`src/sv/assert_macros.svh`:
```
// Assertion macros for the speed PI block.
// Both sample on clk_i; the first one is masked while rst_ni is low.
`ifndef ASSERT_MACROS_SVH
`define ASSERT_MACROS_SVH

// checked out of reset only
`define SPG_ASSERT(lbl, prop, msg) \
  lbl: assert property (@(posedge clk_i) disable iff (!rst_ni) prop) else $error(msg);

// checked at every edge, reset included
`define SPG_ASSERT_ALWAYS(lbl, prop, msg) \
  lbl: assert property (@(posedge clk_i) prop) else $error(msg);

`endif

```
`src/sv/spg_pkg.sv`:
```
// Shared types and constants of the speed PI block.
// No dependencies; used by every module of the block.
`timescale 1ns / 1ps

package spg_pkg;

  // history depth default
  localparam int unsigned HIST_DEPTH = 16;

  // datapath widths
  localparam int unsigned ERR_W    = 17;  // signed speed error, mm/s
  localparam int unsigned INT_W    = 34;  // clamped integral, mm Q16
  localparam int unsigned ACC_W    = 62;  // multiplier accumulator
  localparam int unsigned MAG_W    = 49;  // clamped drive magnitude, Q40
  localparam int unsigned MPLIER_W = 16;
  localparam int unsigned STEP_W   = 5;
  localparam int unsigned CFG_W    = 16;
  localparam int unsigned IDX_W    = 3;
  localparam int unsigned DRV_FRAC = 40;

  // shift-add pass lengths
  localparam logic [STEP_W-1:0] STEPS_FULL  = STEP_W'(16);
  localparam logic [STEP_W-1:0] STEPS_SLOPE = STEP_W'(10);

  // magnitude clamp 255 in Q40
  localparam logic [MAG_W-1:0] MAG_MAX = MAG_W'(255) << DRV_FRAC;

  // register indexes
  localparam logic [IDX_W-1:0] REG_TARGET   = 3'd0;
  localparam logic [IDX_W-1:0] REG_PROP     = 3'd1;
  localparam logic [IDX_W-1:0] REG_INTEG    = 3'd2;
  localparam logic [IDX_W-1:0] REG_INT_LIM  = 3'd3;
  localparam logic [IDX_W-1:0] REG_PERIOD   = 3'd4;
  localparam logic [IDX_W-1:0] REG_HOLD_LIM = 3'd5;
  localparam logic [IDX_W-1:0] REG_JUMP_LIM = 3'd6;
  localparam logic [IDX_W-1:0] REG_WINDOW   = 3'd7;

  // command codes
  localparam logic CMD_STEP = 1'b0;
  localparam logic CMD_HALT = 1'b1;

  // multiplier control and status
  typedef struct packed {
    logic              load;
    logic [STEP_W-1:0] steps;
  } mul_ctl_t;

  typedef struct packed {
    logic busy;
  } mul_sts_t;

  // oscillation guard control and status
  typedef struct packed {
    logic push;
    logic clear;
  } grd_ctl_t;

  typedef struct packed {
    logic busy;
    logic osc;
  } grd_sts_t;

endpackage

```
`src/sv/spg_mul.sv`:
```
// Shared shift-add multiply-accumulate unit, one multiplier bit per cycle.
// Depends on spg_pkg for widths and the control structs.
`timescale 1ns / 1ps

module spg_mul (
  input  logic                                  clk_i,
  input  logic                                  rst_ni,
  input  spg_pkg::mul_ctl_t                     ctl_i,
  input  logic signed [spg_pkg::ACC_W-1:0]      mcand_i,
  input  logic        [spg_pkg::MPLIER_W-1:0]   mplier_i,
  input  logic signed [spg_pkg::ACC_W-1:0]      acc_i,
  output logic signed [spg_pkg::ACC_W-1:0]      acc_o,
  output spg_pkg::mul_sts_t                     sts_o
);

  logic signed [spg_pkg::ACC_W-1:0]    mcand_q;
  logic        [spg_pkg::MPLIER_W-1:0] mplier_q;
  logic signed [spg_pkg::ACC_W-1:0]    acc_q;
  logic        [spg_pkg::STEP_W-1:0]   cnt_q;
  logic                                busy_q;

  // step counter
  always_ff @(posedge clk_i or negedge rst_ni) begin
    if (!rst_ni) begin
      cnt_q  <= '0;
      busy_q <= 1'b0;
    end else if (ctl_i.load) begin
      cnt_q  <= ctl_i.steps;
      busy_q <= (ctl_i.steps != '0);
    end else if (busy_q) begin
      cnt_q <= cnt_q - spg_pkg::STEP_W'(1);
      if (cnt_q == spg_pkg::STEP_W'(1)) begin
        busy_q <= 1'b0;
      end
    end
  end

  // operand shift and accumulate
  always_ff @(posedge clk_i) begin
    if (ctl_i.load) begin
      mcand_q  <= mcand_i;
      mplier_q <= mplier_i;
      acc_q    <= acc_i;
    end else if (busy_q) begin
      if (mplier_q[0]) begin
        acc_q <= acc_q + mcand_q;
      end
      mcand_q  <= mcand_q <<< 1;
      mplier_q <= mplier_q >> 1;
    end
  end

  assign acc_o      = acc_q;
  assign sts_o.busy = busy_q;

endmodule

```
`src/sv/spg_guard.sv`:
```
// Oscillation guard: steering history shift line and a serial jump counter.
// Depends on spg_pkg for the control and status structs.
`timescale 1ns / 1ps

module spg_guard #(
  parameter int unsigned DEPTH = spg_pkg::HIST_DEPTH
) (
  input  logic               clk_i,
  input  logic               rst_ni,
  input  spg_pkg::grd_ctl_t  ctl_i,
  input  logic signed [15:0] steer_i,
  input  logic [15:0]        jump_limit_i,
  input  logic [4:0]         guard_window_i,
  output spg_pkg::grd_sts_t  sts_o
);

  localparam int unsigned CNT_W = $clog2(DEPTH + 1);
  localparam int unsigned WW    = (CNT_W > 5) ? CNT_W : 5;
  localparam int unsigned SC_W  = $clog2(DEPTH);
  localparam int unsigned NF    = DEPTH - 1;

  typedef enum logic [1:0] {G_IDLE, G_LOAD, G_SCAN} grd_state_e;

  grd_state_e         state_q;
  logic signed [15:0] hist_q [DEPTH];
  logic [CNT_W-1:0]   cnt_q;
  logic [NF-1:0]      flags_q;
  logic [CNT_W-1:0]   jumps_q;
  logic [SC_W-1:0]    idx_q;
  logic               osc_q;

  logic [WW-1:0]      gw_w;
  logic [WW-1:0]      win_w;
  logic [CNT_W-1:0]   win;
  logic [CNT_W:0]     cnt_inc;
  logic [CNT_W-1:0]   cnt_nxt;
  logic [CNT_W-1:0]   jumps_nxt;
  logic signed [16:0] diff [NF];
  logic [16:0]        dmag [NF];
  logic [NF-1:0]      flags;

  // effective window: zero acts as one, capped at the depth
  always_comb begin
    gw_w = WW'(guard_window_i);
    if (gw_w == '0) begin
      win_w = WW'(1);
    end else if (gw_w > WW'(DEPTH)) begin
      win_w = WW'(DEPTH);
    end else begin
      win_w = gw_w;
    end
    win = win_w[CNT_W-1:0];
  end

  // fill count after a push
  always_comb begin
    cnt_inc = {1'b0, cnt_q} + (CNT_W + 1)'(1);
    if (cnt_inc > {1'b0, win}) begin
      cnt_nxt = cnt_q;
    end else begin
      cnt_nxt = cnt_inc[CNT_W-1:0];
    end
  end

  // large jump between neighbors, only inside the filled part
  always_comb begin
    for (int i = 0; i < NF; i++) begin
      diff[i]  = {hist_q[i+1][15], hist_q[i+1]} - {hist_q[i][15], hist_q[i]};
      dmag[i]  = diff[i][16] ? 17'(-diff[i]) : 17'(diff[i]);
      flags[i] = (dmag[i] > {1'b0, jump_limit_i}) && (CNT_W'(i + 1) < cnt_q);
    end
  end

  assign jumps_nxt = jumps_q + CNT_W'(flags_q[0]);

  // history shift line, newest at entry zero
  always_ff @(posedge clk_i) begin
    if (ctl_i.push) begin
      hist_q[0] <= steer_i;
      for (int i = 1; i < DEPTH; i++) begin
        hist_q[i] <= hist_q[i-1];
      end
    end
  end

  // scan sequencer
  always_ff @(posedge clk_i or negedge rst_ni) begin
    if (!rst_ni) begin
      state_q <= G_IDLE;
      cnt_q   <= '0;
      flags_q <= '0;
      jumps_q <= '0;
      idx_q   <= '0;
      osc_q   <= 1'b0;
    end else begin
      case (state_q)
        G_IDLE: begin
          if (ctl_i.clear) begin
            cnt_q <= '0;
            osc_q <= 1'b0;
          end else if (ctl_i.push) begin
            cnt_q   <= cnt_nxt;
            state_q <= G_LOAD;
          end
        end
        G_LOAD: begin
          flags_q <= flags;
          jumps_q <= '0;
          idx_q   <= SC_W'(NF);
          state_q <= G_SCAN;
        end
        G_SCAN: begin
          jumps_q <= jumps_nxt;
          flags_q <= flags_q >> 1;
          idx_q   <= idx_q - SC_W'(1);
          if (idx_q == SC_W'(1)) begin
            osc_q   <= (cnt_q >= win) && (jumps_nxt >= (win >> 1));
            state_q <= G_IDLE;
          end
        end
        default: state_q <= G_IDLE;
      endcase
    end
  end

  assign sts_o.busy = (state_q != G_IDLE);
  assign sts_o.osc  = osc_q;

endmodule

```
`src/sv/speed_pi_with_oscillation_guard_unit.sv`:
```
// Top level of the speed PI controller with path hold and oscillation guard.
// Depends on spg_pkg, spg_mul, spg_guard and assert_macros.svh.
//
// One beat in gives one beat out. A control step runs through a single
// shift-add multiply-accumulate unit four times: integral update, integral
// term, proportional term and slope scaling, with 16, 16, 16 and 10
// multiplier bits, one bit per cycle. Each pass is loaded and then handed
// off. The integral is clamped after the first pass; a magnitude step and
// an output step follow the last. The magnitude step also waits for the
// history scan, which runs alongside the multiply passes. A receiver stall
// on a still-waiting earlier result holds the output step. A halt beat
// clears the integral and the held steering and emits a zero result.
// The input stalls while a step is under way; a finished result waits in
// the output register while the next input beat is taken. Speeds are mm/s,
// gains Q16, slope Q2.8, and drive is rounded half away from zero to
// -255..255, and halved while the guard flags oscillation.
`timescale 1ns / 1ps
`include "assert_macros.svh"

module speed_pi_with_oscillation_guard_unit #(
  parameter int unsigned HISTORY_DEPTH = spg_pkg::HIST_DEPTH
) (
  input  logic                            clk_i,
  input  logic                            rst_ni,
  // configuration
  input  logic                            cfg_we_i,
  input  logic [spg_pkg::IDX_W-1:0]       cfg_idx_i,
  input  logic [spg_pkg::CFG_W-1:0]       cfg_data_i,
  // input channel
  input  logic                            in_valid_i,
  output logic                            in_stall_o,
  input  logic                            command_i,
  input  logic signed [16:0]              lateral_error_i,
  input  logic signed [15:0]              steer_cmd_i,
  input  logic [14:0]                     ground_speed_i,
  input  logic                            reverse_i,
  input  logic [9:0]                      slope_gain_i,
  // result channel
  output logic                            res_valid_o,
  input  logic                            res_stall_i,
  output logic signed [8:0]               drive_o,
  output logic signed [15:0]              steer_out_o,
  output logic                            out_valid_o,
  output logic                            holding_o,
  output logic                            oscillating_o
);

  localparam int unsigned ERR_W = spg_pkg::ERR_W;
  localparam int unsigned INT_W = spg_pkg::INT_W;
  localparam int unsigned ACC_W = spg_pkg::ACC_W;
  localparam int unsigned MAG_W = spg_pkg::MAG_W;

  typedef enum logic [3:0] {
    S_IDLE, S_TICK, S_CLAMP, S_INTG, S_PROP, S_SLOPE, S_MAG, S_EMIT, S_HALT
  } seq_state_e;

  // configuration registers
  logic [13:0] target_speed_q;
  logic [15:0] prop_gain_q;
  logic [15:0] integ_gain_q;
  logic [15:0] integral_limit_q;
  logic [15:0] tick_period_q;
  logic [15:0] hold_limit_q;
  logic [15:0] jump_limit_q;
  logic [4:0]  guard_window_q;

  always_ff @(posedge clk_i or negedge rst_ni) begin
    if (!rst_ni) begin
      target_speed_q   <= 14'd833;
      prop_gain_q      <= 16'd1966;
      integ_gain_q     <= 16'd131;
      integral_limit_q <= 16'd15000;
      tick_period_q    <= 16'd3277;
      hold_limit_q     <= 16'd2000;
      jump_limit_q     <= 16'd2000;
      guard_window_q   <= 5'd6;
    end else if (cfg_we_i) begin
      case (cfg_idx_i)
        spg_pkg::REG_TARGET:   target_speed_q   <= cfg_data_i[13:0];
        spg_pkg::REG_PROP:     prop_gain_q      <= cfg_data_i;
        spg_pkg::REG_INTEG:    integ_gain_q     <= cfg_data_i;
        spg_pkg::REG_INT_LIM:  integral_limit_q <= cfg_data_i;
        spg_pkg::REG_PERIOD:   tick_period_q    <= cfg_data_i;
        spg_pkg::REG_HOLD_LIM: hold_limit_q     <= cfg_data_i;
        spg_pkg::REG_JUMP_LIM: jump_limit_q     <= cfg_data_i;
        spg_pkg::REG_WINDOW:   guard_window_q   <= cfg_data_i[4:0];
        default: ;
      endcase
    end
  end

  // sequencer state and registered results
  seq_state_e                state_q;
  logic                      load_q;
  logic                      load_d;
  logic signed [ERR_W-1:0]   err_q;
  logic                      hold_q;
  logic signed [15:0]        steer_q;
  logic [9:0]                slope_q;
  logic signed [INT_W-1:0]   integral_q;
  logic [MAG_W-1:0]          mag_q;
  logic                      neg_q;
  logic signed [15:0]        dsteer_q;
  logic                      dvalid_q;
  logic                      res_valid_q;
  logic                      res_valid_d;
  logic signed [8:0]         drive_q;
  logic signed [15:0]        steer_out_q;
  logic                      out_valid_q;
  logic                      holding_q;
  logic                      osc_out_q;

  // multiplier and guard hookup
  spg_pkg::mul_ctl_t                 mul_ctl;
  spg_pkg::mul_sts_t                 mul_sts;
  logic signed [ACC_W-1:0]           mul_mcand;
  logic [spg_pkg::MPLIER_W-1:0]      mul_mplier;
  logic signed [ACC_W-1:0]           mul_acc_in;
  logic signed [ACC_W-1:0]           acc;
  spg_pkg::grd_ctl_t                 grd_ctl;
  spg_pkg::grd_sts_t                 grd_sts;

  logic                     in_acc;
  logic                     mul_done;
  logic                     slot_free;
  logic                     emit;
  logic signed [ERR_W-1:0]  err_raw;
  logic signed [ERR_W-1:0]  err_in;
  logic [16:0]              lat_mag;
  logic                     hold_in;
  logic signed [ACC_W-1:0]  lim_pos;
  logic signed [ACC_W-1:0]  lim_neg;
  logic signed [ACC_W-1:0]  int_clamped;
  logic [ACC_W-1:0]         acc_mag;
  logic [MAG_W-1:0]         mag_clamped;
  logic [MAG_W:0]           rnd_sum;
  logic [8:0]               rnd;
  logic signed [8:0]        drive_nxt;

  assign in_acc    = in_valid_i && !in_stall_o;
  assign mul_done  = !load_q && !mul_sts.busy;
  assign slot_free = !res_valid_q || !res_stall_i;

  // signed speed error and path hold test on the incoming beat
  always_comb begin
    err_raw = ERR_W'({3'b000, target_speed_q}) - ERR_W'({2'b00, ground_speed_i});
    err_in  = reverse_i ? -err_raw : err_raw;
    lat_mag = lateral_error_i[16] ? 17'(-lateral_error_i) : 17'(lateral_error_i);
    hold_in = lat_mag > {1'b0, hold_limit_q};
  end

  // multiplier load strobe and result register valid
  always_comb begin
    emit   = ((state_q == S_EMIT) || (state_q == S_HALT)) && slot_free;
    load_d = 1'b0;
    case (state_q)
      S_IDLE:  load_d = in_acc && (command_i == spg_pkg::CMD_STEP);
      S_CLAMP: load_d = 1'b1;
      S_INTG,
      S_PROP:  load_d = mul_done;
      default: load_d = 1'b0;
    endcase
    if (emit) begin
      res_valid_d = 1'b1;
    end else if (res_valid_q && !res_stall_i) begin
      res_valid_d = 1'b0;
    end else begin
      res_valid_d = res_valid_q;
    end
  end

  // operand selection for each multiplier pass
  always_comb begin
    mul_ctl.load  = load_q;
    mul_ctl.steps = spg_pkg::STEPS_FULL;
    mul_mcand     = '0;
    mul_mplier    = '0;
    mul_acc_in    = '0;
    case (state_q)
      S_TICK: begin
        mul_mcand  = {{(ACC_W-ERR_W){err_q[ERR_W-1]}}, err_q};
        mul_mplier = tick_period_q;
        mul_acc_in = {{(ACC_W-INT_W){integral_q[INT_W-1]}}, integral_q};
      end
      S_INTG: begin
        mul_mcand  = {{(ACC_W-INT_W){integral_q[INT_W-1]}}, integral_q};
        mul_mplier = integ_gain_q;
      end
      S_PROP: begin
        mul_mcand  = {{(ACC_W-ERR_W-16){err_q[ERR_W-1]}}, err_q, 16'h0000};
        mul_mplier = prop_gain_q;
        mul_acc_in = acc;
      end
      S_SLOPE: begin
        mul_mcand     = acc;
        mul_mplier    = {6'b000000, slope_q};
        mul_ctl.steps = spg_pkg::STEPS_SLOPE;
      end
      default: ;
    endcase
  end

  // integral clamp to +-limit in Q16
  always_comb begin
    lim_pos = {{(ACC_W-32){1'b0}}, integral_limit_q, 16'h0000};
    lim_neg = -lim_pos;
    if (acc > lim_pos) begin
      int_clamped = lim_pos;
    end else if (acc < lim_neg) begin
      int_clamped = lim_neg;
    end else begin
      int_clamped = acc;
    end
  end

  // drive magnitude clamp, then round half up at bit 40 or 41
  always_comb begin
    acc_mag     = acc[ACC_W-1] ? ACC_W'(-acc) : ACC_W'(acc);
    mag_clamped = (acc_mag > ACC_W'(spg_pkg::MAG_MAX)) ? spg_pkg::MAG_MAX
                                                        : acc_mag[MAG_W-1:0];
    if (grd_sts.osc) begin
      rnd_sum = {1'b0, mag_q} + ((MAG_W + 1)'(1) << spg_pkg::DRV_FRAC);
      rnd     = rnd_sum[MAG_W:spg_pkg::DRV_FRAC+1];
    end else begin
      rnd_sum = {1'b0, mag_q} + ((MAG_W + 1)'(1) << (spg_pkg::DRV_FRAC - 1));
      rnd     = rnd_sum[spg_pkg::DRV_FRAC+8:spg_pkg::DRV_FRAC];
    end
    drive_nxt = neg_q ? -$signed(rnd) : $signed(rnd);
  end

  // sequencer
  always_ff @(posedge clk_i or negedge rst_ni) begin
    if (!rst_ni) begin
      state_q     <= S_IDLE;
      load_q      <= 1'b0;
      err_q       <= '0;
      hold_q      <= 1'b0;
      steer_q     <= '0;
      slope_q     <= '0;
      integral_q  <= '0;
      mag_q       <= '0;
      neg_q       <= 1'b0;
      dsteer_q    <= '0;
      dvalid_q    <= 1'b0;
      res_valid_q <= 1'b0;
      drive_q     <= '0;
      steer_out_q <= '0;
      out_valid_q <= 1'b0;
      holding_q   <= 1'b0;
      osc_out_q   <= 1'b0;
    end else begin
      load_q      <= load_d;
      res_valid_q <= res_valid_d;
      case (state_q)
        S_IDLE: begin
          if (in_acc) begin
            if (command_i == spg_pkg::CMD_HALT) begin
              integral_q <= '0;
              dsteer_q   <= '0;
              dvalid_q   <= 1'b0;
              state_q    <= S_HALT;
            end else begin
              err_q   <= err_in;
              hold_q  <= hold_in;
              steer_q <= steer_cmd_i;
              slope_q <= slope_gain_i;
              state_q <= S_TICK;
            end
          end
        end
        S_TICK: begin
          if (mul_done) begin
            state_q <= S_CLAMP;
          end
        end
        S_CLAMP: begin
          integral_q <= int_clamped[INT_W-1:0];
          state_q    <= S_INTG;
        end
        S_INTG: begin
          if (mul_done) begin
            state_q <= S_PROP;
          end
        end
        S_PROP: begin
          if (mul_done) begin
            state_q <= S_SLOPE;
          end
        end
        S_SLOPE: begin
          if (mul_done) begin
            state_q <= S_MAG;
          end
        end
        S_MAG: begin
          // wait for the history scan as well
          if (!grd_sts.busy) begin
            neg_q <= acc[ACC_W-1];
            if (hold_q) begin
              mag_q      <= '0;
              integral_q <= '0;
            end else begin
              mag_q <= mag_clamped;
            end
            state_q <= S_EMIT;
          end
        end
        S_EMIT: begin
          if (slot_free) begin
            drive_q     <= drive_nxt;
            steer_out_q <= dvalid_q ? dsteer_q : 16'sd0;
            out_valid_q <= dvalid_q;
            holding_q   <= hold_q;
            osc_out_q   <= grd_sts.osc;
            dsteer_q    <= steer_q;
            dvalid_q    <= 1'b1;
            state_q     <= S_IDLE;
          end
        end
        S_HALT: begin
          if (slot_free) begin
            drive_q     <= '0;
            steer_out_q <= '0;
            out_valid_q <= 1'b0;
            holding_q   <= 1'b0;
            osc_out_q   <= 1'b0;
            state_q     <= S_IDLE;
          end
        end
        default: state_q <= S_IDLE;
      endcase
    end
  end

  assign grd_ctl.push  = in_acc && (command_i == spg_pkg::CMD_STEP);
  assign grd_ctl.clear = in_acc && (command_i == spg_pkg::CMD_HALT);

  spg_mul u_mul (
    .clk_i    (clk_i),
    .rst_ni   (rst_ni),
    .ctl_i    (mul_ctl),
    .mcand_i  (mul_mcand),
    .mplier_i (mul_mplier),
    .acc_i    (mul_acc_in),
    .acc_o    (acc),
    .sts_o    (mul_sts)
  );

  spg_guard #(
    .DEPTH (HISTORY_DEPTH)
  ) u_guard (
    .clk_i          (clk_i),
    .rst_ni         (rst_ni),
    .ctl_i          (grd_ctl),
    .steer_i        (steer_cmd_i),
    .jump_limit_i   (jump_limit_q),
    .guard_window_i (guard_window_q),
    .sts_o          (grd_sts)
  );

  assign in_stall_o    = (state_q != S_IDLE);
  assign res_valid_o   = res_valid_q;
  assign drive_o       = drive_q;
  assign steer_out_o   = steer_out_q;
  assign out_valid_o   = out_valid_q;
  assign holding_o     = holding_q;
  assign oscillating_o = osc_out_q;

  // checks
  `SPG_ASSERT_ALWAYS(a_reset_quiet, !rst_ni |=> !res_valid_o && !mul_sts.busy, "active in reset")
  `SPG_ASSERT(a_idle_mul_quiet, !in_stall_o |-> !mul_sts.busy && !load_q, "multiplier busy while sequencer idle")
  `SPG_ASSERT(a_accept_busy, in_valid_i && !in_stall_o |=> in_stall_o, "input taken but sequencer not busy")
  `SPG_ASSERT(a_hold_zero, res_valid_o && holding_o |-> drive_o == 9'sd0, "drive not zero under path hold")
  `SPG_ASSERT(a_osc_half, res_valid_o && oscillating_o |-> (drive_o <= 9'sd128) && (drive_o >= -9'sd128), "halved drive out of range")

endmodule

```
`config.mk`:
```
export PLATFORM = sky130hd
export DESIGN_NAME = speed_pi_with_oscillation_guard_unit
export DESIGN_NICKNAME = d
export VERILOG_FILES = /design/src/sv/spg_pkg.sv /design/src/sv/spg_mul.sv /design/src/sv/spg_guard.sv /design/src/sv/speed_pi_with_oscillation_guard_unit.sv
export VERILOG_INCLUDE_DIRS = /design/src /design/src/sv
export SDC_FILE = /design/constraint.sdc
export NUM_CORES = 2
export LEC_CHECK = 0
export ABC_CLOCK_PERIOD_IN_PS = 12050
export BUFFER_PORTS_ARGS = -buffer_cell sky130_fd_sc_hd__buf_4
export CORE_ASPECT_RATIO = 0.5
export CORE_UTILIZATION = 45
export CTS_CLUSTER_SIZE = 24
export DETAILED_ROUTE_END_ITERATION = 10
export GPL_ROUTABILITY_DRIVEN = 0
export HOLD_SLACK_MARGIN = 0.03
export PLACE_DENSITY_LB_ADDON = 0.2
export SLEW_MARGIN = 10
export SYNTH_ARGS = -nofsm -noshare
export SYNTH_HDL_FRONTEND = slang
export SYNTH_HIERARCHICAL = 1
export SYNTH_SLANG_ARGS = --single-unit
```
`constraint.sdc`:
```
create_clock -name clk_i -period 12.05 [get_ports clk_i]
set_input_delay 0.6025 -clock clk_i [delete_from_list [all_inputs] [get_ports clk_i]]
set_output_delay 0.6025 -clock clk_i [all_outputs]
set_load 0.01 [all_outputs]
```
==> key figures <==
Run status
  – Outcome: finished clean

Final layout
  – Syn-to-layout area delta: 8.53%
  – Finished Layout Cells: 8453
  – Fill count: 12200
  – NumNets Final: 7411
  – Share of cells above drive strength 1: 9.24%
  – Final core utilization: 49.7%

Synthesis
  – Cells after synthesis: 6623
  – Seq/Total Area, Yosys: 32.4%
  – FFs w/ async S/R, synth: 42.5%
  – Post-synthesis cell area: 59400 um^2
  – Ys flop type: edfxtp_1
  – Number of flops mapped to enable cells by yosys: 396
  – Post-synthesis register bit count: 689
  – Synth unique cells: 108
  – Warnings, synthesis: 6
  – Syn avg cell area: 8.97 um^2

STA
  – # setup viols final: 0
  – Setup WS post-layout: 6490 ps
  – Unrepaired setup endpoints after global routing: no
  – Tcrit/Tclk final: 46.1%
  – Max Clk Rate: 0.180 GHz
  – Final critical-path required period: 5560 ps
  – Setup_tns: 0 ps
  – Fin. Hold Viols: 0
  – Fin. max-slew vios: 0
  – Layout Skew: 32.2 ps
  – Slew HR: 21.2%
  – Actual slew at the worst max-slew pin: 1170 ps

Global routing
  – Grt total ovfl: 0
  – Initial antenna violation count: 8
  – First-pass GRT wire length: 278000 um
  – Vias in the first global route: 49400
  – Gr usage total: 26.1%
  – Largest net degree at the start of global routing: 108

Power
  – Pleak: 27.3 nW
  – Max VDD drop: 0.000137 V
  – Pwr dens: 218 nW/um^2

Clocking
  – Clock Path Buffers: 3
  – Post-CTS Setup Bufs: 0
  – H-tree levels: 3
  – CTS resizes: 0
  – Skew-Pair Late Insertion Delay: 720 ps
  – Hold buffers post-CTS: 1
  – # clock sinks: 689
  – CTS Root Cell: clkbuf_16
  – CTS tree: done
  – Num CTS Buffers: 73
  – Clock input transition at the sequential cells of the worst setup and hold paths: 70 ps

Worst setup path
  – CP max FO: 8
  – Data arrival, critical path: 6130 ps
  – Required time of the critical path: 12630 ps
  – CP endpoint kind: flip-flop
  – Crit start category: flip-flop
  – Kind of critical path: flip-flop to flip-flop

Drt
  – DR vias: 51500
  – Drt initial violations: 4887
  – Final WL: 178000 um
  – DRC violations left: 0
  – Wire length per cell: 21.0 um
  – Vias per cell: 6.10
  – Routed Antenna Nets: 0
  – First-pass detailed-route iteration total: 6

Floorplan
  – Starting Density: 45.8%
  – DIE AREA: 134000 um^2
  – Area of the core: 130000 um^2
  – Row count: 93
  – Die Y: 259 um
  – Die Span X: 516 um
  – # IOs: 114

Placement
  – DP Wirelength: 129000 um
  – Inst Count DP: 8312
  – Port Buf Inserts: 113
  – Dpl ws: 6530 ps

Flow run
  – Max-Cap Viols: 0

Worst hold path
  – Worst Hold Class: input pin to flip-flop
-- critical path, stage by stage (launching register included) --
cell	delay [ps]
edfxtp_1	420
inv_1	80
ha_1	170
fa_1	230
nor2b_1	80
o31a_1	290
o211a_1	270
o31a_1	270
o41a_1	350
a21o_1	220
a41oi_1	570
o21ai_0	240
xor2_1	210
ha_1	310
and4_1	160
nand3_1	100
a21oi_1	50
a2111oi_0	400
a221oi_1	170
a2111oi_0	410
nor3_1	100
a211oi_1	240
o31ai_1	100
-- registers in the layout (all words and copies together) (netlist names), 14 cells and up --
| register | count |
|---|---|
| dsteer_q | 16 |
| err_q | 17 |
| hold_limit_q | 16 |
| integ_gain_q | 16 |
| integral_limit_q | 16 |
| integral_q | 34 |
| jump_limit_q | 16 |
| prop_gain_q | 16 |
| steer_out_o | 16 |
| steer_q | 16 |
| target_speed_q | 14 |
| tick_period_q | 16 |
| u_guard/flags_q | 15 |
| u_guard/hist_q | 256 |
| u_mul/acc_o | 62 |
| u_mul/mcand_q | 62 |
| u_mul/mplier_q | 16 |
-- cell usage in the layout (no fill, tap or decap), types with 56 or more instances in the layout --
master	n
a21o_1	140
a21oi_1	400
a22o_1	87
a22oi_1	56
buf_4	173
clkbuf_16	75
dfrtp_1	249
edfxtp_1	396
ha_1	679
inv_1	454
mux2_2	203
nand2_1	654
nand2b_1	77
nand3_1	139
nand4_1	114
nor2_1	427
nor2b_1	110
nor3_1	148
nor4_1	68
o21a_1	92
o21ai_0	418
o31ai_1	68
xnor2_1	333
xor2_1	169
-- Yosys cell counts (all sizes together) (92+ instances only) --
master  count  share of area (%)
a21oi     400                3.4
inv       457                2.9
nor2b     111                1.2
nor3      153                1.3
edfxtp    396                 20
ha        679                 14
dfrtp     250                 11
nand2     655                4.1
o21ai     432                3.6
nand4     114                1.2
a21o      141                1.8
nand3     140                1.2
nor2      429                2.7
o21a       92                1.2
clkbuf    214                1.4
mux2      203                3.8
xnor2     333                4.9
xor2      169                2.5
-- routing by layer --
| layer | GRT usage (%) | routed length (um) |
|---|---|---|
| met1 | 36.1 | 79600 |
| met2 | 42.1 | 80100 |
| met3 | 3.68 | 12200 |
| met4 | 8.09 | 5650 |
| met5 | 0 | 0 |
-- final cells by class --
type,count,area (um^2),area share [%]
diodes,5,12.5,0.0194
clock buffers,90,1950,3.03
clock inverters,45,419,0.650
inverters,457,1720,2.67
multi-input cells,5235,37600,58.3
flip-flops and latches,689,19300,29.9
well taps,1757,2200,3.41
repair buffers,175,1320,2.05
-- stage by stage --
stage | hold slack, ps | instance area, um^2 | power [W]
floorplan | 307 | 59400 | 0.00944
finish | 93.1 | 64500 | 0.0141
global placement | 434 | 62100 | 0.0113
detailed placement | 436 | 62100 | 0.0116
CTS | 45.7 | 64500 | 0.0140
global route | 61.0 | 64500 | 0.0150
-- cell families (layout without fill, tap and decap cells) --
group | count (synthesis) | in the layout | synth area share, %
compound gates | 1782 | 1782 | 19.9
simple gates | 2033 | 2033 | 16.7
xor+xnor | 502 | 502 | 7.40
mux | 218 | 218 | 4.10
buf+inv | 702 | 767 | 4.51
flops | 689 | 689 | 32.4
fa+ha+maj | 696 | 696 | 14.9
other cells | 1 | 9 | 0.00631
-- power breakdown --
| part | total, W | switching (W) | internal (W) | leakage [nW] |
|---|---|---|---|---|
| Combinational | 0.00742 | 0.00443 | 0.00299 | 18.8 |
| Sequential | 0.00430 | 0.000898 | 0.00340 | 7.35 |
| Clock | 0.00234 | 0.00108 | 0.00126 | 1.16 |
-- final timing paths --
path / cells after the start / slack [ps] / end / from
worst max-delay path: 22 / 6490 / u_guard/flags_q[2] / u_guard/hist_q[0][48]
worst min-delay path: 1 / 90 / u_guard/hist_q[0][11] / steer_cmd_i[11]
min in group asynchronous: 2 / 430 / integral_q[10] / rst_ni
worst min register to register: 0 / 450 / u_guard/hist_q[0][28] / u_guard/hist_q[0][12]
max in group asynchronous: 4 / 9220 / dsteer_q[12] / rst_ni
worst max register to register: 22 / 6490 / u_guard/flags_q[2] / u_guard/hist_q[0][48]
Power figures use the tool's default switching activity.
